--- config.mk ---
export PLATFORM = sky130hd
export DESIGN_NAME = sfcm_lane
export DESIGN_NICKNAME = d
export VERILOG_FILES = /design/src/rtl/sfcm_pkg.sv /design/src/rtl/sfcm_lane.sv
export SDC_FILE = /design/constraint.sdc
export NUM_CORES = 2
export LEC_CHECK = 0
export BUFFER_PORTS_ARGS = -buffer_cell sky130_fd_sc_hd__buf_4
export CAP_MARGIN = 20
export CORE_MARGIN = 2
export CORE_UTILIZATION = 60
export CTS_CLUSTER_DIAMETER = 50
export CTS_CLUSTER_SIZE = 40
export DETAILED_ROUTE_END_ITERATION = 8
export PLACE_DENSITY = 0.77
export SYNTH_ARGS = -nofsm -noshare
export SYNTH_HDL_FRONTEND = slang
export SYNTH_SLANG_ARGS = --single-unit
--- constraint.sdc ---
create_clock -name aclk -period 9.3 [get_ports aclk]
set_input_delay 0.93 -clock aclk [delete_from_list [all_inputs] [get_ports aclk]]
set_output_delay 0.93 -clock aclk [all_outputs]
set_load 0.005 [all_outputs]
--- src/rtl/sfcm_pkg.sv ---
// shared types, constants and saturation helper for the stereo fir convolution mix
`default_nettype none

package sfcm_pkg;

    // impulse response and history sizes
    localparam int TAP_ADDR_W = 12;
    localparam int MAX_TAPS   = 1 << TAP_ADDR_W;
    localparam int LEN_W      = TAP_ADDR_W + 1;

    // sample and arithmetic widths
    localparam int SAMPLE_W  = 16;
    localparam int PROD_W    = 2 * SAMPLE_W;
    localparam int ACC_W     = PROD_W + TAP_ADDR_W;
    localparam int FRAC_BITS = 15;
    localparam int DIFF_W    = SAMPLE_W + 1;
    localparam int MIX_W     = 16;
    localparam int MIXP_W    = 2 * DIFF_W;
    localparam int WIDE_W    = 32;

    // full-wet mix value (1.0 in Q1.15)
    localparam logic [MIX_W-1:0] MIX_MAX = MIX_W'(1 << FRAC_BITS);

    // configuration port
    localparam int CFG_IDX_W  = 1;
    localparam int CFG_DATA_W = 16;
    localparam logic [CFG_IDX_W-1:0] REG_IR_LENGTH = 1'd0;
    localparam logic [CFG_IDX_W-1:0] REG_MIX       = 1'd1;

    // stream packing
    localparam int S_TDATA_W = 64;
    localparam int S_TUSER_W = 1;
    localparam int M_TDATA_W = 32;
    localparam logic FUNC_AUDIO = 1'b0;
    localparam logic FUNC_TAP   = 1'b1;

    // per-cycle strobes from the sequencer to both channel lanes
    typedef struct packed {
        logic start;     // frame transfer: capture dry sample, clear accumulator
        logic mul_en;    // memory read data valid
        logic mul_live;  // history entry has been written since the last clear
        logic acc_en;    // product register valid
        logic diff_en;   // accumulator final
        logic mix_en;    // wet minus dry valid
        logic out_en;    // load output register
    } lane_ctl_t;

    // memory port controls from the sequencer
    typedef struct packed {
        logic                  hist_we;
        logic [TAP_ADDR_W-1:0] hist_waddr;
        logic                  tap_we;
        logic                  rd_en;
        logic [TAP_ADDR_W-1:0] hist_raddr;
        logic [TAP_ADDR_W-1:0] tap_raddr;
    } mem_ctl_t;

    // clamp to the signed 16 bit range
    function automatic logic signed [SAMPLE_W-1:0] sat16(input logic signed [WIDE_W-1:0] v);
        logic signed [WIDE_W-1:0] hi;
        logic signed [WIDE_W-1:0] lo;
        hi = WIDE_W'(32767);
        lo = -WIDE_W'(32768);
        if (v > hi) begin
            return SAMPLE_W'(hi);
        end else if (v < lo) begin
            return SAMPLE_W'(lo);
        end else begin
            return SAMPLE_W'(v);
        end
    endfunction

endpackage

`default_nettype wire

--- src/rtl/sfcm_lane.sv ---
// one channel datapath: multiply-accumulate, wet saturation and dry/wet mix
`default_nettype none

module sfcm_lane
    import sfcm_pkg::*;
(
    input  wire logic                       aclk,
    input  wire lane_ctl_t                  ctl,
    input  wire logic signed [SAMPLE_W-1:0] dry_sample,
    input  wire logic signed [SAMPLE_W-1:0] hist_sample,
    input  wire logic signed [SAMPLE_W-1:0] tap_value,
    input  wire logic        [MIX_W-1:0]    mix,
    output logic signed      [SAMPLE_W-1:0] out_sample
);

    logic signed [SAMPLE_W-1:0] dry_reg;
    logic signed [PROD_W-1:0]   prod_reg;
    logic signed [PROD_W-1:0]   prod_next;
    logic signed [ACC_W-1:0]    acc_reg;
    logic signed [DIFF_W-1:0]   diff_reg;
    logic signed [DIFF_W-1:0]   diff_next;
    logic signed [SAMPLE_W-1:0] wet;
    logic signed [MIXP_W-1:0]   mixp_reg;
    logic signed [MIXP_W-1:0]   mixp_next;
    logic signed [SAMPLE_W-1:0] out_reg;
    logic signed [SAMPLE_W-1:0] out_next;

    // product of one history sample and one tap, zero for a cleared entry
    assign prod_next = ctl.mul_live ? PROD_W'(hist_sample * tap_value) : '0;

    // wet = floor(acc / 2^15) saturated, then wet minus dry
    assign wet       = sat16(WIDE_W'(acc_reg >>> FRAC_BITS));
    assign diff_next = DIFF_W'(wet) - DIFF_W'(dry_reg);

    // scale the difference by the wet fraction
    assign mixp_next = MIXP_W'(diff_reg * $signed({1'b0, mix}));

    // dry plus scaled difference, saturated
    assign out_next  = sat16(WIDE_W'(mixp_reg >>> FRAC_BITS) + WIDE_W'(dry_reg));

    // datapath registers
    always_ff @(posedge aclk) begin
        if (ctl.start) begin
            dry_reg <= dry_sample;
        end
        if (ctl.mul_en) begin
            prod_reg <= prod_next;
        end
        if (ctl.start) begin
            acc_reg <= '0;
        end else if (ctl.acc_en) begin
            acc_reg <= acc_reg + ACC_W'(prod_reg);
        end
        if (ctl.diff_en) begin
            diff_reg <= diff_next;
        end
        if (ctl.mix_en) begin
            mixp_reg <= mixp_next;
        end
        if (ctl.out_en) begin
            out_reg <= out_next;
        end
    end

    assign out_sample = out_reg;

endmodule

`default_nettype wire

# Yosys cells after proc, flatten, opt, wreduce, memory -nomap -nowiden
# Cells that the tools add are included.
[word_totals]
output_inout_bits = 16
ff_bits = 159
[op_classes]
order_cmp = 4
multipliers = 2
mux = 3
add_sub_neg = 3
[ops]
columns = ["operator", "n"]
rows = [
  ["16-bit 2-to-1 mux", 3],
  ["44-bit by 32-bit adder with 44-bit output", 1],
  ["17-bit by 17-bit multiplier with 34-bit output", 1],
  ["16-bit by 16-bit multiplier with 32-bit output", 1],
  ["29-bit by 16-bit greater-than comparator with 1-bit output, second input constant", 1],
  ["29-bit by 16-bit < comparator with 1-bit output, second input constant", 1],
  ["19-bit by 16-bit adder with 20-bit output", 1],
  ["20-bit by 16-bit greater-than comparator with 1-bit output, second input constant", 1],
  ["20-bit by 16-bit < comparator with 1-bit output, second input constant", 1],
  ["16-bit by 16-bit subtractor with 17-bit output", 1],
]

# Longest topological paths before layout
[depth]
depth_word = 4
ltp_mapped = 27
mapped_depth_nobuf = 26

# Least setup slack after synthesis
# Ideal clock, no wire load.
[synth_path]
path_type = "input-to-reg"
start = "input port mix[10]"
end = "register mixp_reg[32], data pin"
arrival_ns = 7.167
stages = 24
setup_time_ns = 0.258
slack_ns = 1.875
cell_sequence = "clkbuf_1 clkbuf_1 nand2_1 fa_1 inv_1 fa_1 fa_1 fa_1 fa_1 inv_1 fa_1 inv_1 ha_1 a21o_1 a21o_1 a21o_1 a21oi_1 o221a_2 a21boi_0 a221oi_1 o21ai_0 or2_2 a21oi_1 xnor2_1"
[synth_via]
elab_chain_len = 1
[synth_lines]
columns = ["element", "line", "text"]
rows = [
  ["start, declared", "sfcm_lane.sv:12", "input wire logic [MIX_W-1:0] mix,"],
  ["17-bit by 17-bit multiplier with 34-bit output", "sfcm_lane.sv:36", "assign mixp_next = MIXP_W'(diff_reg * $signed({1'b0, mix}));"],
  ["net mixp_next[32]", "sfcm_lane.sv:24", "logic signed [MIXP_W-1:0] mixp_next;"],
  ["end signal, assigned", "sfcm_lane.sv:58", "mixp_reg <= mixp_next;"],
  ["end, declared", "sfcm_lane.sv:23", "logic signed [MIXP_W-1:0] mixp_reg;"],
]
# The timed path passes the listed nets, and every way through them passes these cells.
# A chain may end at the register's enable or synchronous reset.

# Worst setup path after layout
[layout_path]
start = "register diff_reg[16]"
end = "register mixp_reg[32], data pin"
[layout_via]
elab_chain_len = 1
[layout_lines]
columns = ["element", "line", "text"]
rows = [
  ["start, declared", "sfcm_lane.sv:20", "logic signed [DIFF_W-1:0] diff_reg;"],
  ["start signal, assigned", "sfcm_lane.sv:55", "diff_reg <= diff_next;"],
  ["17-bit by 17-bit multiplier with 34-bit output", "sfcm_lane.sv:36", ""],
  ["net mixp_next[32]", "sfcm_lane.sv:24", ""],
]
# The timed path passes the listed nets, and every way through them passes these cells.

==> insert_results.sql <==
INSERT INTO impl_metrics (metric_group, metric, value, unit) VALUES
('detailed_routing', 'drc', '0', ''),
('critical_path', 'setup.worst_path.end_class', 'flop', ''),
('synth', 'netlist_instances', '3034', ''),
('global_route', 'grt_max_degree', '69', ''),
('detailed_routing', 'antenna_violating_nets_post_route', '0', ''),
('global_route', 'grt_pass1_vias', '22000', ''),
('timing', 'timing_worst_slew_pin_value', '860', 'ps'),
('critical_path', 'worstPathMaxFanout', '16', ''),
('global_route', 'groute.layer.met1.usage', '32.7', '%'),
('critical_path', 'reg2reg_depth', '24', ''),
('finish', 'largest_reg_flops', '44', ''),
('finish', 'mostFrequentLayoutCells', '705 x sky130_fd_sc_hd__inv_1, 542 x sky130_fd_sc_hd__fa_1, 312 x sky130_fd_sc_hd__nand2_1', ''),
('synth', 'synth-edff-count', '100', ''),
('timing', 'fin_crit_sh', '81.8', '%'),
('critical_path', 'worst-endpoint-required', '9480', 'ps'),
('finish', 'layout.filler_cells', '3692', ''),
('floorplan', 'die_area', '0.0493', 'sq mm'),
('place', 'place_area', '0.0296', 'sq mm'),
('floorplan', 'coreArea', '0.0468', 'sq mm'),
('synth', 'synth.distinct_cells', '71', ''),
('global_route', 'grt_usage', '26.5', '%'),
('status', 'status', 'complete, no violations', ''),
('timing', 'timing_max_transition_violations_final', '0', ''),
('global_route', 'busiest_layer', 'met2', ''),
('cts', 'post_cts_buffers', '0', ''),
('synth', 'synth_top_flop_cell', 'sky130_fd_sc_hd__edfxtp_1', ''),
('finish', 'most_common_library_cell_in_the_layout_ignoring_fill_and_taps', 'sky130_fd_sc_hd__inv_1', ''),
('cts', 'cts_root_buffer', 'sky130_fd_sc_hd__clkbuf_16', ''),
('synth', 'async_flop_share', '0', '%'),
('detailed_routing', 'detailedRoute.firstPassIterationCount', '5', ''),
('timing', 'finClkSkew', '10.7', 'ps'),
('detailed_routing', 'routed_wire_length_per_instance', '16.8', 'um'),
('cts', 'htree_levels', '4', ''),
('place', 'dp_slack', '1370', 'ps'),
('floorplan', 'boundaryPins', '88', ''),
('floorplan', 'rows', '79', ''),
('cts', 'ctsHoldBuffers', '0', ''),
('synth', 'syn_avg_cell_area', '9.40', 'sq um'),
('timing', 'setup_ws', '1700', 'ps'),
('cts', 'insertion_delay', '430', 'ps'),
('cts', 'clock_sinks', '144', ''),
('global_route', 'globalRouteMet2Util', '48.1', '%'),
('place', 'place.port_buffers', '87', ''),
('run', 'cap_violations', '0', ''),
('finish', 'drive_gt1_share', '4.53', '%'),
('global_route', 'grt_first_pass_wirelength', '106', 'mm'),
('place', 'finalWeightedCongestion', '0.905', ''),
('floorplan', 'die_width', '222', 'um'),
('timing', 'setup_violations', '0', ''),
('timing', 'finalWorstPathRequiredPeriod', '7600', 'ps'),
('synth', 'ys_seq_elements', '144', ''),
('finish', 'design_area', '0.0302', 'sq mm'),
('detailed_routing', 'dr.first_iter.drc_count', '1414', ''),
('floorplan', 'die_height', '222', 'um'),
('timing', 'fmax', '132', 'MHz'),
('hold_path', 'number_of_cells_traversed_by_the_worst_hold_path', '2', ''),
('critical_path', 'setup.worst_path.class', 'flop to flop', ''),
('floorplan', 'initial_utilization', '61.0', '%'),
('synth', 'synth.yosys.seq_area_share', '13.6', '%'),
('hold_path', 'worstHoldPathType', 'flop to flop', ''),
('place', 'hpwlAfterDp', '51.2', 'mm'),
('detailed_routing', 'vias_per_cell', '5.51', ''),
('timing', 'tns_setup', '0', 'ps'),
('detailed_routing', 'detailroute.via_count', '20200', ''),
('timing', 'final-hold-violation-count', '0', ''),
('critical_path', 'timing.critical_path.from_type', 'flop', ''),
('critical_path', 'cp.arrival', '7780', 'ps'),
('cts', 'numCtsBuffers', '17', ''),
('finish', 'area.growth.synth_to_final', '5.95', '%'),
('timing', 'rsz0062_at_grt', 'false', ''),
('cts', 'cts.repair.resized', '0', ''),
('timing', 'max_slew_headroom', '42.7', '%'),
('detailed_routing', 'routed_wirelength', '61.9', 'mm'),
('synth', 'postSynthNetCount', '3893', ''),
('synth', 'ys.warnings.count', '0', ''),
('cts', 'clk_transition_reported_paths', '60', 'ps'),
('cts', 'cts_tree', 'built', ''),
('global_route', 'global_route.usage.met3', '2.85', '%'),
('global_route', 'grt.overflow.total', '0', ''),
('synth', 'synth.cell_area', '0.0285', 'sq mm'),
('global_route', 'antenna_violations_before_repair', '0', ''),
('finish', 'layout.nets', '3912', ''),
('cts', 'max-clock-path-buffers', '2', '');
## critical path: stages, from the launching register on
cell and delay [ps]:
sky130_fd_sc_hd__edfxtp_1 670, sky130_fd_sc_hd__nand2_1 220, sky130_fd_sc_hd__inv_1 110, sky130_fd_sc_hd__fa_1 640, sky130_fd_sc_hd__inv_1 170, sky130_fd_sc_hd__fa_1 560
sky130_fd_sc_hd__inv_1 50, sky130_fd_sc_hd__fa_1 530, sky130_fd_sc_hd__fa_1 450, sky130_fd_sc_hd__fa_1 550, sky130_fd_sc_hd__inv_1 60, sky130_fd_sc_hd__fa_1 530
sky130_fd_sc_hd__inv_1 50, sky130_fd_sc_hd__ha_1 300, sky130_fd_sc_hd__inv_1 60, sky130_fd_sc_hd__or3_1 380, sky130_fd_sc_hd__nor3_1 280, sky130_fd_sc_hd__a21oi_1 110
sky130_fd_sc_hd__o221a_2 140, sky130_fd_sc_hd__a21boi_0 510, sky130_fd_sc_hd__a221oi_1 260, sky130_fd_sc_hd__o21ai_0 340, sky130_fd_sc_hd__or2_2 190, sky130_fd_sc_hd__a21oi_1 70
sky130_fd_sc_hd__xnor2_1 130
## area by class of cell
class,count,area (sq um),share of cell area (%)
Sequential cell,144,3880,12.9
Tap cell,607,759,2.51
Clock buffer,17,425,1.41
Timing Repair Buffer,90,676,2.24
Multi-Input combinational cell,2095,21600,71.6
Clock inverter,15,171,0.568
Antenna cell,1,2.50,0.00828
Inverter,705,2650,8.76
## final timing paths
path,from,end,slack (ps)
setup / recovery,diff_reg[16],mixp_reg[32],1700
hold / removal,acc_reg[12],acc_reg[12],490
setup reg to reg,diff_reg[16],mixp_reg[32],1700
hold reg to reg,acc_reg[12],acc_reg[12],490
## per-stage QoR
| step | util, % | instances | hold slack (ps) |
|---|---|---|---|
| after floorplan | - | 3034 | 464 |
| after global placement | 63.3 | 3641 | 472 |
| after detailed placement | 63.3 | 3641 | 490 |
| after CTS | 64.6 | 3673 | 497 |
| after global routing | 64.6 | 3673 | 522 |
| final | 64.6 | 3674 | 492 |
## logic make-up (layout without fill, tap and decap cells)
group | after synthesis | in the layout | synth area share [%]
flops | 144 | 144 | 13.6
buf+inv | 795 | 827 | 10.5
fa+ha+maj | 787 | 787 | 48.8
xor+xnor | 114 | 114 | 3.50
simple gates | 824 | 824 | 14.3
mux | 33 | 33 | 1.16
other cells | 0 | 1 | 0
compound gates | 337 | 337 | 8.08
## routing by layer
metal,wire length (um),vias up
li1,-,9357
met1,24700,10100
met2,31900,613
met3,3220,134
met4,2070,0
met5,0,-
## synth_stat cells, types with 32 or more instances
cell type	number	area share [%]
sky130_fd_sc_hd__clkbuf_1	85	1.1
sky130_fd_sc_hd__nor2_1	108	1.4
sky130_fd_sc_hd__ha_1	245	11
sky130_fd_sc_hd__a21o_1	70	1.8
sky130_fd_sc_hd__nand2_1	312	4.1
sky130_fd_sc_hd__edfxtp_1	100	11
sky130_fd_sc_hd__o21ai_0	53	0.93
sky130_fd_sc_hd__xor2_1	34	1.0
sky130_fd_sc_hd__inv_1	705	9.3
sky130_fd_sc_hd__dfxtp_1	44	3.1
sky130_fd_sc_hd__and2_1	268	5.9
sky130_fd_sc_hd__fa_1	542	38
sky130_fd_sc_hd__a21oi_1	82	1.4
sky130_fd_sc_hd__mux2i_1	32	1.1
sky130_fd_sc_hd__xnor2_1	80	2.5
Power is not shown: default switching activity piles up to over one toggle a cycle in this logic, so the estimate is an artifact.
