[src/rtl/sfcm_pkg.sv]
// shared types, constants and saturation helper for the stereo fir convolution mix
`default_nettype none

package sfcm_pkg;

    // impulse response and history sizes
    localparam int TAP_ADDR_W = 12;
    localparam int MAX_TAPS   = 1 << TAP_ADDR_W;
    localparam int LEN_W      = TAP_ADDR_W + 1;

    // sample and arithmetic widths
    localparam int SAMPLE_W  = 16;
    localparam int PROD_W    = 2 * SAMPLE_W;
    localparam int ACC_W     = PROD_W + TAP_ADDR_W;
    localparam int FRAC_BITS = 15;
    localparam int DIFF_W    = SAMPLE_W + 1;
    localparam int MIX_W     = 16;
    localparam int MIXP_W    = 2 * DIFF_W;
    localparam int WIDE_W    = 32;

    // full-wet mix value (1.0 in Q1.15)
    localparam logic [MIX_W-1:0] MIX_MAX = MIX_W'(1 << FRAC_BITS);

    // configuration port
    localparam int CFG_IDX_W  = 1;
    localparam int CFG_DATA_W = 16;
    localparam logic [CFG_IDX_W-1:0] REG_IR_LENGTH = 1'd0;
    localparam logic [CFG_IDX_W-1:0] REG_MIX       = 1'd1;

    // stream packing
    localparam int S_TDATA_W = 64;
    localparam int S_TUSER_W = 1;
    localparam int M_TDATA_W = 32;
    localparam logic FUNC_AUDIO = 1'b0;
    localparam logic FUNC_TAP   = 1'b1;

    // per-cycle strobes from the sequencer to both channel lanes
    typedef struct packed {
        logic start;     // frame transfer: capture dry sample, clear accumulator
        logic mul_en;    // memory read data valid
        logic mul_live;  // history entry has been written since the last clear
        logic acc_en;    // product register valid
        logic diff_en;   // accumulator final
        logic mix_en;    // wet minus dry valid
        logic out_en;    // load output register
    } lane_ctl_t;

    // memory port controls from the sequencer
    typedef struct packed {
        logic                  hist_we;
        logic [TAP_ADDR_W-1:0] hist_waddr;
        logic                  tap_we;
        logic                  rd_en;
        logic [TAP_ADDR_W-1:0] hist_raddr;
        logic [TAP_ADDR_W-1:0] tap_raddr;
    } mem_ctl_t;

    // clamp to the signed 16 bit range
    function automatic logic signed [SAMPLE_W-1:0] sat16(input logic signed [WIDE_W-1:0] v);
        logic signed [WIDE_W-1:0] hi;
        logic signed [WIDE_W-1:0] lo;
        hi = WIDE_W'(32767);
        lo = -WIDE_W'(32768);
        if (v > hi) begin
            return SAMPLE_W'(hi);
        end else if (v < lo) begin
            return SAMPLE_W'(lo);
        end else begin
            return SAMPLE_W'(v);
        end
    endfunction

endpackage

`default_nettype wire

[src/rtl/sfcm_ctrl.sv]
// sequencer: configuration registers, ring position, fill count and tap sweep
`default_nettype none

module sfcm_ctrl
    import sfcm_pkg::*;
(
    input  wire logic                  aclk,
    input  wire logic                  aresetn,
    input  wire logic                  cfg_wr_en,
    input  wire logic [CFG_IDX_W-1:0]  cfg_index,
    input  wire logic [CFG_DATA_W-1:0] cfg_data,
    input  wire logic                  s_tvalid,
    input  wire logic                  func,
    output logic                       s_tready,
    input  wire logic                  m_tready,
    output logic                       m_tvalid,
    output logic [MIX_W-1:0]           mix,
    output mem_ctl_t                   mem_ctl,
    output lane_ctl_t                  lane_ctl
);

    typedef enum logic [1:0] {
        ST_IDLE,
        ST_RUN,
        ST_DRAIN,
        ST_LOAD
    } state_t;

    state_t                state_reg, state_next;
    logic [TAP_ADDR_W-1:0] len_m1_reg, len_m1_next;
    logic [MIX_W-1:0]      mix_reg, mix_next;
    logic [TAP_ADDR_W-1:0] wp_reg, wp_next;
    logic [LEN_W-1:0]      fill_reg, fill_next;
    logic [TAP_ADDR_W-1:0] pos_reg, pos_next;
    logic [TAP_ADDR_W-1:0] j_reg, j_next;
    logic                  s1_valid_reg, s1_live_reg, s1_last_reg;
    logic                  s2_valid_reg, s2_last_reg;
    logic                  acc_done_reg, diff_done_reg, mix_done_reg;
    logic                  m_tvalid_reg, m_tvalid_next;

    logic                  xfer;
    logic                  frame_xfer;
    logic                  tap_xfer;
    logic                  issue;
    logic                  issue_live;
    logic                  issue_last;
    logic                  out_free;
    logic                  out_load;
    logic [LEN_W-1:0]      len_cfg;
    logic [MIX_W-1:0]      mix_cfg;

    assign s_tready   = (state_reg == ST_IDLE);
    assign xfer       = s_tvalid && s_tready;
    assign frame_xfer = xfer && (func == FUNC_AUDIO);
    assign tap_xfer   = xfer && (func == FUNC_TAP);

    // tap sweep: newest sample meets tap 0, positions walk back around the ring
    assign issue      = (state_reg == ST_RUN);
    assign issue_live = {1'b0, pos_reg} < fill_reg;
    assign issue_last = (j_reg == len_m1_reg);

    assign out_free = !m_tvalid_reg || m_tready;
    assign out_load = (state_reg == ST_LOAD) && out_free;

    // register write values, clamped to their legal ranges
    always_comb begin
        len_cfg = cfg_data[LEN_W-1:0];
        if (len_cfg == '0) begin
            len_cfg = LEN_W'(1);
        end else if (len_cfg > LEN_W'(MAX_TAPS)) begin
            len_cfg = LEN_W'(MAX_TAPS);
        end
        mix_cfg = cfg_data[MIX_W-1:0];
        if (mix_cfg > MIX_MAX) begin
            mix_cfg = MIX_MAX;
        end
    end

    // next-state logic
    always_comb begin
        state_next    = state_reg;
        len_m1_next   = len_m1_reg;
        mix_next      = mix_reg;
        wp_next       = wp_reg;
        fill_next     = fill_reg;
        pos_next      = pos_reg;
        j_next        = j_reg;
        m_tvalid_next = m_tvalid_reg;

        if (cfg_wr_en && (cfg_index == REG_IR_LENGTH)) begin
            len_m1_next = TAP_ADDR_W'(len_cfg - LEN_W'(1));
            wp_next     = '0;
            fill_next   = '0;
        end else if (cfg_wr_en && (cfg_index == REG_MIX)) begin
            mix_next = mix_cfg;
        end

        unique case (state_reg)
            ST_IDLE: begin
                if (frame_xfer) begin
                    pos_next   = wp_reg;
                    j_next     = '0;
                    wp_next    = (wp_reg == len_m1_reg) ? '0 : wp_reg + TAP_ADDR_W'(1);
                    if (fill_reg != {1'b0, len_m1_reg} + LEN_W'(1)) begin
                        fill_next = fill_reg + LEN_W'(1);
                    end
                    state_next = ST_RUN;
                end
            end
            ST_RUN: begin
                pos_next = (pos_reg == '0) ? len_m1_reg : pos_reg - TAP_ADDR_W'(1);
                j_next   = j_reg + TAP_ADDR_W'(1);
                if (issue_last) begin
                    state_next = ST_DRAIN;
                end
            end
            ST_DRAIN: begin
                if (mix_done_reg) begin
                    state_next = ST_LOAD;
                end
            end
            ST_LOAD: begin
                if (out_free) begin
                    state_next = ST_IDLE;
                end
            end
            default: state_next = ST_IDLE;
        endcase

        // output register valid
        if (out_load) begin
            m_tvalid_next = 1'b1;
        end else if (m_tready) begin
            m_tvalid_next = 1'b0;
        end
    end

    // state and registered outputs
    always_ff @(posedge aclk) begin
        if (!aresetn) begin
            state_reg     <= ST_IDLE;
            len_m1_reg    <= '0;
            mix_reg       <= '0;
            wp_reg        <= '0;
            fill_reg      <= '0;
            pos_reg       <= '0;
            j_reg         <= '0;
            s1_valid_reg  <= 1'b0;
            s1_live_reg   <= 1'b0;
            s1_last_reg   <= 1'b0;
            s2_valid_reg  <= 1'b0;
            s2_last_reg   <= 1'b0;
            acc_done_reg  <= 1'b0;
            diff_done_reg <= 1'b0;
            mix_done_reg  <= 1'b0;
            m_tvalid_reg  <= 1'b0;
        end else begin
            state_reg     <= state_next;
            len_m1_reg    <= len_m1_next;
            mix_reg       <= mix_next;
            wp_reg        <= wp_next;
            fill_reg      <= fill_next;
            pos_reg       <= pos_next;
            j_reg         <= j_next;
            s1_valid_reg  <= issue;
            s1_live_reg   <= issue && issue_live;
            s1_last_reg   <= issue && issue_last;
            s2_valid_reg  <= s1_valid_reg;
            s2_last_reg   <= s1_valid_reg && s1_last_reg;
            acc_done_reg  <= s2_valid_reg && s2_last_reg;
            diff_done_reg <= acc_done_reg;
            mix_done_reg  <= diff_done_reg || (mix_done_reg && (state_reg == ST_DRAIN));
            m_tvalid_reg  <= m_tvalid_next;
        end
    end

    // memory controls
    always_comb begin
        mem_ctl.hist_we    = frame_xfer;
        mem_ctl.hist_waddr = wp_reg;
        mem_ctl.tap_we     = tap_xfer;
        mem_ctl.rd_en      = issue;
        mem_ctl.hist_raddr = pos_reg;
        mem_ctl.tap_raddr  = j_reg;
    end

    // lane strobes
    always_comb begin
        lane_ctl.start    = frame_xfer;
        lane_ctl.mul_en   = s1_valid_reg;
        lane_ctl.mul_live = s1_live_reg;
        lane_ctl.acc_en   = s2_valid_reg;
        lane_ctl.diff_en  = acc_done_reg;
        lane_ctl.mix_en   = diff_done_reg;
        lane_ctl.out_en   = out_load;
    end

    assign m_tvalid = m_tvalid_reg;
    assign mix      = mix_reg;

    // the sweep stays inside the ring
    a_pos_in_ring: assert property (@(posedge aclk) disable iff (!aresetn)
        (state_reg == ST_RUN) |-> (pos_reg <= len_m1_reg))
        else $error("sweep position beyond ir length");

    // fill count never passes the ring length
    a_fill_bound: assert property (@(posedge aclk) disable iff (!aresetn)
        fill_reg <= ({1'b0, len_m1_reg} + LEN_W'(1)))
        else $error("fill count beyond ir length");

    // memory read data only follows an issue cycle
    a_read_follows_issue: assert property (@(posedge aclk) disable iff (!aresetn)
        s1_valid_reg |-> $past(state_reg == ST_RUN))
        else $error("read data flagged without an issue");

    // a finished frame lands in the output register
    a_load_shows: assert property (@(posedge aclk) disable iff (!aresetn)
        lane_ctl.out_en |=> m_tvalid_reg)
        else $error("loaded result not presented");

endmodule

`default_nettype wire

[config.mk]
export PLATFORM = sky130hd
export DESIGN_NAME = sfcm_ctrl
export DESIGN_NICKNAME = d
export VERILOG_FILES = /design/src/rtl/sfcm_pkg.sv /design/src/rtl/sfcm_ctrl.sv
export SDC_FILE = /design/constraint.sdc
export NUM_CORES = 1
export LEC_CHECK = 0
export BUFFER_PORTS_ARGS = -buffer_cell sky130_fd_sc_hd__clkbuf_2
export CAP_MARGIN = 20
export CORE_MARGIN = 4
export CORE_UTILIZATION = 57
export CTS_CLUSTER_DIAMETER = 80
export DETAILED_ROUTE_END_ITERATION = 7
export PLACE_DENSITY = 0.8
export SYNTH_ARGS = -nofsm -noshare
export SYNTH_HDL_FRONTEND = slang
export SYNTH_SLANG_ARGS = --single-unit
[constraint.sdc]
create_clock -name aclk -period 4.27 [get_ports aclk]
set_clock_uncertainty 0.15 [all_clocks]
set_input_delay 0.427 -clock aclk [delete_from_list [all_inputs] [get_ports aclk]]
set_output_delay 0.427 -clock aclk [all_outputs]
set_load 0.02 [all_outputs]
Word-level counts from Yosys, hierarchy flattened. Cells that the tools add are included.

Flip-flop bits (word level): 88. Input bits: 23. Output and inout bits: 64. Logic and storage cells: 83.

Add/sub/neg operators: 6. Magnitude comparators: 3. Eq/ne operators: 10. Muxes and demuxes: 23. Bitwise logic cells: 3. Reductions and logical operators: 22.

Operators by type and width (number): 12-bit two-way mux (9); 13-bit two-way mux (4); 12-bit case mux with 2 select lines (2); 12-bit by 1-bit adder with 12-bit output, second input constant (2); 12-bit == test (2); 12-bit by 1-bit subtractor with 12-bit output, second input constant (2); 16-bit greater-than comparator, second input constant (1); 16-bit two-way mux (1); 12-bit by 1-bit adder with 13-bit output, second input constant (1); 13-bit by 1-bit adder with 13-bit output, second input constant (1); 13-bit greater-than comparator, second input constant (1); 13-bit logical NOT (1); 12-bit by 13-bit less-than comparator with 1-bit output (1); 13-bit inequality test (1); 12-bit logical NOT (1); 1-bit logical AND (11); 2-bit two-way mux (4); 2-bit case mux with 4 select lines (1); 2-bit == test, second input constant (2); 2-bit by 1-bit inequality test with 1-bit output, second input constant (2); 2-bit inequality test, second input constant (2); 2-bit AND reduction (2); 4-bit AND reduction (1); 2-bit nonzero test (2); other kinds (6) (10).

Logic depth before layout (Yosys ltp).
Depth after elaboration: 6. Mapped depth: 12. Gate-level depth less buffers: 11.

Worst setup path after synthesis. Ideal clock, no wire load.

Path type: input -> register. Start: input port cfg_data[7]. End: register len_m1_reg[8]. Library setup time: 0.065 ns. Arrival time: 2.451 ns. Data required time: 4.055 ns. Slack: 1.604 ns. Cell stages on the path: 12. Path buffers: 1. Cell sequence: or3_1 -> nor4_1 -> a21oi_1 -> or2_2 -> ha_1 -> clkbuf_1 -> nand2_1 -> mux2_2 -> nor2_1 -> nor3_1 -> a21oi_1 -> nor2_1.

Longest elaborated chain between the ends: 4. Elaborated cells on any way between the ends: 5. Those cells by class: add/sub: 1; order compare: 1; mux: 2; reduce/logical: 1.

Ends and longest elaborated chain: start, declared (RTL line sfcm_ctrl.sv:11) `input wire logic [CFG_DATA_W-1:0] cfg_data,`; 13-bit greater-than comparator (RTL line sfcm_ctrl.sv:70) `end else if (len_cfg > LEN_W'(MAX_TAPS)) begin`; 12-bit two-way mux (RTL line sfcm_ctrl.sv:70); 12-bit two-way mux (*) (RTL line sfcm_ctrl.sv:68) `if (len_cfg == '0) begin`; 12-bit by 1-bit subtractor with 12-bit output (*) (RTL line sfcm_ctrl.sv:91) `len_m1_next = TAP_ADDR_W'(len_cfg - LEN_W'(1));`; end signal, assigned (RTL line sfcm_ctrl.sv:159) `len_m1_reg <= len_m1_next;`; end, declared (RTL line sfcm_ctrl.sv:30) `logic [TAP_ADDR_W-1:0] len_m1_reg, len_m1_next;`.

Every way passes the cells marked *; elsewhere a longest branch is shown, timed or not. A chain may end at the register's enable or synchronous reset.

Worst setup path after layout.
Start: register pos_reg[5]. End: register pos_reg[9].

Longest elaborated chain between the ends: 3. Elaborated cells on any way between the ends: 4. Those cells by class: add/sub: 1; mux: 2; reduce/logical: 1.

Ends and longest elaborated chain: start, declared (RTL line sfcm_ctrl.sv:34) `logic [TAP_ADDR_W-1:0] pos_reg, pos_next;`; start signal, assigned (RTL line sfcm_ctrl.sv:163) `pos_reg <= pos_next;`; 12-bit by 1-bit subtractor with 12-bit output or 12-bit logical NOT (tied branches) (RTL line sfcm_ctrl.sv:111) `pos_next = (pos_reg == '0) ? len_m1_reg : pos_reg - TAP_ADDR_W'(1);`; 12-bit two-way mux (*) (RTL line sfcm_ctrl.sv:111); 12-bit case mux with 2 select lines (*) (RTL line sfcm_ctrl.sv:98) `unique case (state_reg)`.

Marked as above.

==> reports/summary.txt <==
Status = completed
Hold Path Origin = cfg_index
R2R Path Start = pos_reg[5]
# hold bufs at CTS = 0
Sw frac = 0.411
DRC Markers = 0
Sequential share of power = 0.364
Gr ovfl total = 0
Area contributors post-synth = dfxtp_1 (33%), xor2_1 (6.1%), nor2_1 (5.7%), o21ai_0 (5.5%), ha_1 (5.2%)
Commonest cells in the netlist = dfxtp_1 (88), nor2_1 (81), o21ai_0 (58), a21oi_1 (51), nand2_1 (49)
Worst path cell trace = nor4_1 -> nor3b_1 -> nand4b_1 -> nor2_1 -> a21oi_1 -> a222oi_1 -> nor2_1
Non-filler cells, final = 842
Num rows = 34
I/O pin cnt = 87
Worst r2r dst = pos_reg[9]
Max Root-Sink Buffers = 2
P_leak = 2.49 nW
Met2 Use GR = 0.424
Cell repeated most along the worst path = nor2_1
Slew Limit Fails = 0
Met1 Usage GRT = 0.354
Clock root cell = clkbuf_8
First-pass GRT wire length = 24.1 mm
Crit. End Element = flip-flop
Detailed Routing Iterations Pass 1 = 6
Worst R2R Path Depth = 7
Count leader, synth = dfxtp_1
Crit. path cell count = 7
Seq/Total Area, Yosys = 0.332
Core ar. = 8890 um^2
Post-synth EDFFs = 0
Via count = 5249
Setup Fix Bufs, Post-CTS = 0
Post-Place Cells = 826
Nets = 774
WS Path Type = reg -> reg
Clk sink count = 88
Hold Path Sink = mix[15]
Clock Power Share = 0.240
Comb power frac = 0.396
Worst endpoint data arrival time = 3.11 ns
Req. time, crit path = 4.35 ns
Tot GR Track Use = 0.265
Post-Synthesis Cell Area = 5300 um^2
FFs w/ async S/R, synth = 0
Die footprint = 10900 um^2
Mean routed wirelength per cell = 16.9 um
Yosys reg bits = 88
Synth area leader = dfxtp_1
RSZ-0062 raised after global routing = no
Largest net degree at the start of global routing = 55
Gate Count Post-Synth = 679
Post-DP HPWL = 10.3 mm
Syn avg cell area = 7.81 um^2
Synthesized net count = 724
WP buf/inv = 0
Slew HR = 0.377
I/O Buffers = 86
Hold Vio Cnt, Final = 0
Die height = 104 um
Max-Cap Viols = 0
Initial core utilization = 0.597
First DRT Iteration DRCs = 305
P&R area growth vs syn = 10.7%
Synth top area share = 0.332
CP max FO = 24
Final WL = 14.2 mm
Clk slew on worst S/H paths = 0.10 ns
NetSw = 1.16 mW
Worst-margin pin slew = 0.933 ns
Pwr dens = 482 nW/um^2
Worst min path class = in -> reg
Post-synth top flop = dfxtp_1
CTS buffer count = 9
Final period util = 0.710
Post-Route Setup TNS = 0 ns
Max Clk Rate = 330 MHz
CTS tree = built
Cts repair resizes = 0
Diode count = 0
Later-pin clock latency in the skew report = 0.37 ns
GR peak layer = met2
Die Wd = 104 um
Worst hold stages = 3
Post-route minimum period = 3.03 ns
Slowest-stage cell, CP = nand4b_1
Final setup viols = 0
Gpl congestion = 0.886
Family with the most delay on the worst path = simple AND/OR/NAND/NOR gates
Worst R2R Setup Slack = 1.24 ns
Vias in the first global route = 4879
GR Layer Usage met3 = 0.0466
H-tree depth = 3
CP max stage delay = 0.72 ns
IR drop worst, VDD = 0.000249 V
Post-route ant nets = 0
Synth cell types = 64
Largest register FFs = 16
Syn. warnings = 0
CP Launch Type = flip-flop
Drt via density = 6.23
Pint = 1.67 mW
Initial antenna violation count = 0
Layout cells sized above 1 = 0.157
## cell type report
type / count / area [um^2]
multi-input cells: 515 / 3190
clock buffers: 9 / 124
fillers: 760 / 3020
clock inverters: 7 / 111
repair buffers: 88 / 445
flip-flops and latches: 88 / 1760
inverters: 27 / 101
well taps: 108 / 135
## power by group through the flow
stage | Clock (mW) | Sequential [mW] | Combinational (mW)
finish | 0.679 | 1.03 | 1.12
global route | 0.721 | 1.04 | 1.26
CTS | 0.690 | 1.02 | 1.11
detailed placement | 0 | 1.04 | 1.10
global placement | 0 | 1.03 | 1.06
floorplan | 0 | 1.05 | 0.844
## per-stage QoR
| stage | worst slack, ns | hold WS [ns] | cell area (um^2) | power (mW) | utilization |
|---|---|---|---|---|---|
| 2_1_floorplan | 1.60 | 0.279 | 5300 | 1.89 | - |
| 3_3_place_gp | 1.40 | 0.286 | 5640 | 2.10 | 0.634 |
| 3_5_place_dp | 1.29 | 0.291 | 5640 | 2.14 | 0.634 |
| 4_1_cts | 1.32 | 0.164 | 5870 | 2.82 | 0.660 |
| 5_1_grt | 0.948 | 0.208 | 5870 | 3.02 | 0.660 |
| 6_report | 1.24 | 0.182 | 5870 | 2.83 | 0.660 |
## kinds of logic (layout without fill, tap and decap cells)
| logic type | count (synthesis) | count (layout) | synth area share |
|---|---|---|---|
| AND/OR/NAND/NOR | 257 | 257 | 0.242 |
| AO/OA/AOI/OAI | 181 | 181 | 0.214 |
| flip-flops | 88 | 88 | 0.332 |
| buffers and inverters | 76 | 131 | 0.0661 |
| XOR/XNOR | 52 | 52 | 0.0873 |
| adder cells (fa/ha/maj) | 22 | 22 | 0.0519 |
| multiplexers | 3 | 3 | 0.00613 |
## layer usage
metal	routed length (um)	part of all wire	up-vias
li1	-	-	2521
met5	0	0	-
met4	342	0.024	0
met3	1220	0.086	33
met2	6570	0.46	227
met1	6100	0.43	2468
## worst max path at each step
stage	slack, ns	endpoint	start
6_report	1.24	pos_reg[9]	pos_reg[5]
5_1_grt	0.95	pos_reg[9]	pos_reg[5]
4_1_cts	1.32	pos_reg[11]	pos_reg[5]
3_5_place_dp	1.29	mix[10]	cfg_data[7]
3_3_place_gp	1.40	mix[4]	cfg_data[7]
2_1_floorplan	1.60	len_m1_reg[8]	cfg_data[7]
## tightest hold or removal path, delay by kind of cell
kind | cells | cell delay [ns]
AOI/OAI and AO/OA | 1 | 0.05
buffers and inverters | 1 | 0.10
and+or+nand+nor | 1 | 0.08
## placed cells by master (no fill, tap or decap), types with 12 or more instances in the layout
cell | netlist | layout
ha_1 | 22 | 22
and3_1 | 12 | 12
xnor2_1 | 14 | 14
nor2_1 | 81 | 81
o21ai_0 | 58 | 58
nand2_1 | 49 | 49
a22oi_1 | 13 | 13
clkbuf_2 | 0 | 86
xor2_1 | 37 | 37
nor3_1 | 15 | 15
inv_1 | 25 | 25
dfxtp_1 | 88 | 88
a21oi_1 | 51 | 51
nand3_1 | 23 | 23
(Power assumes the default switching activity.)
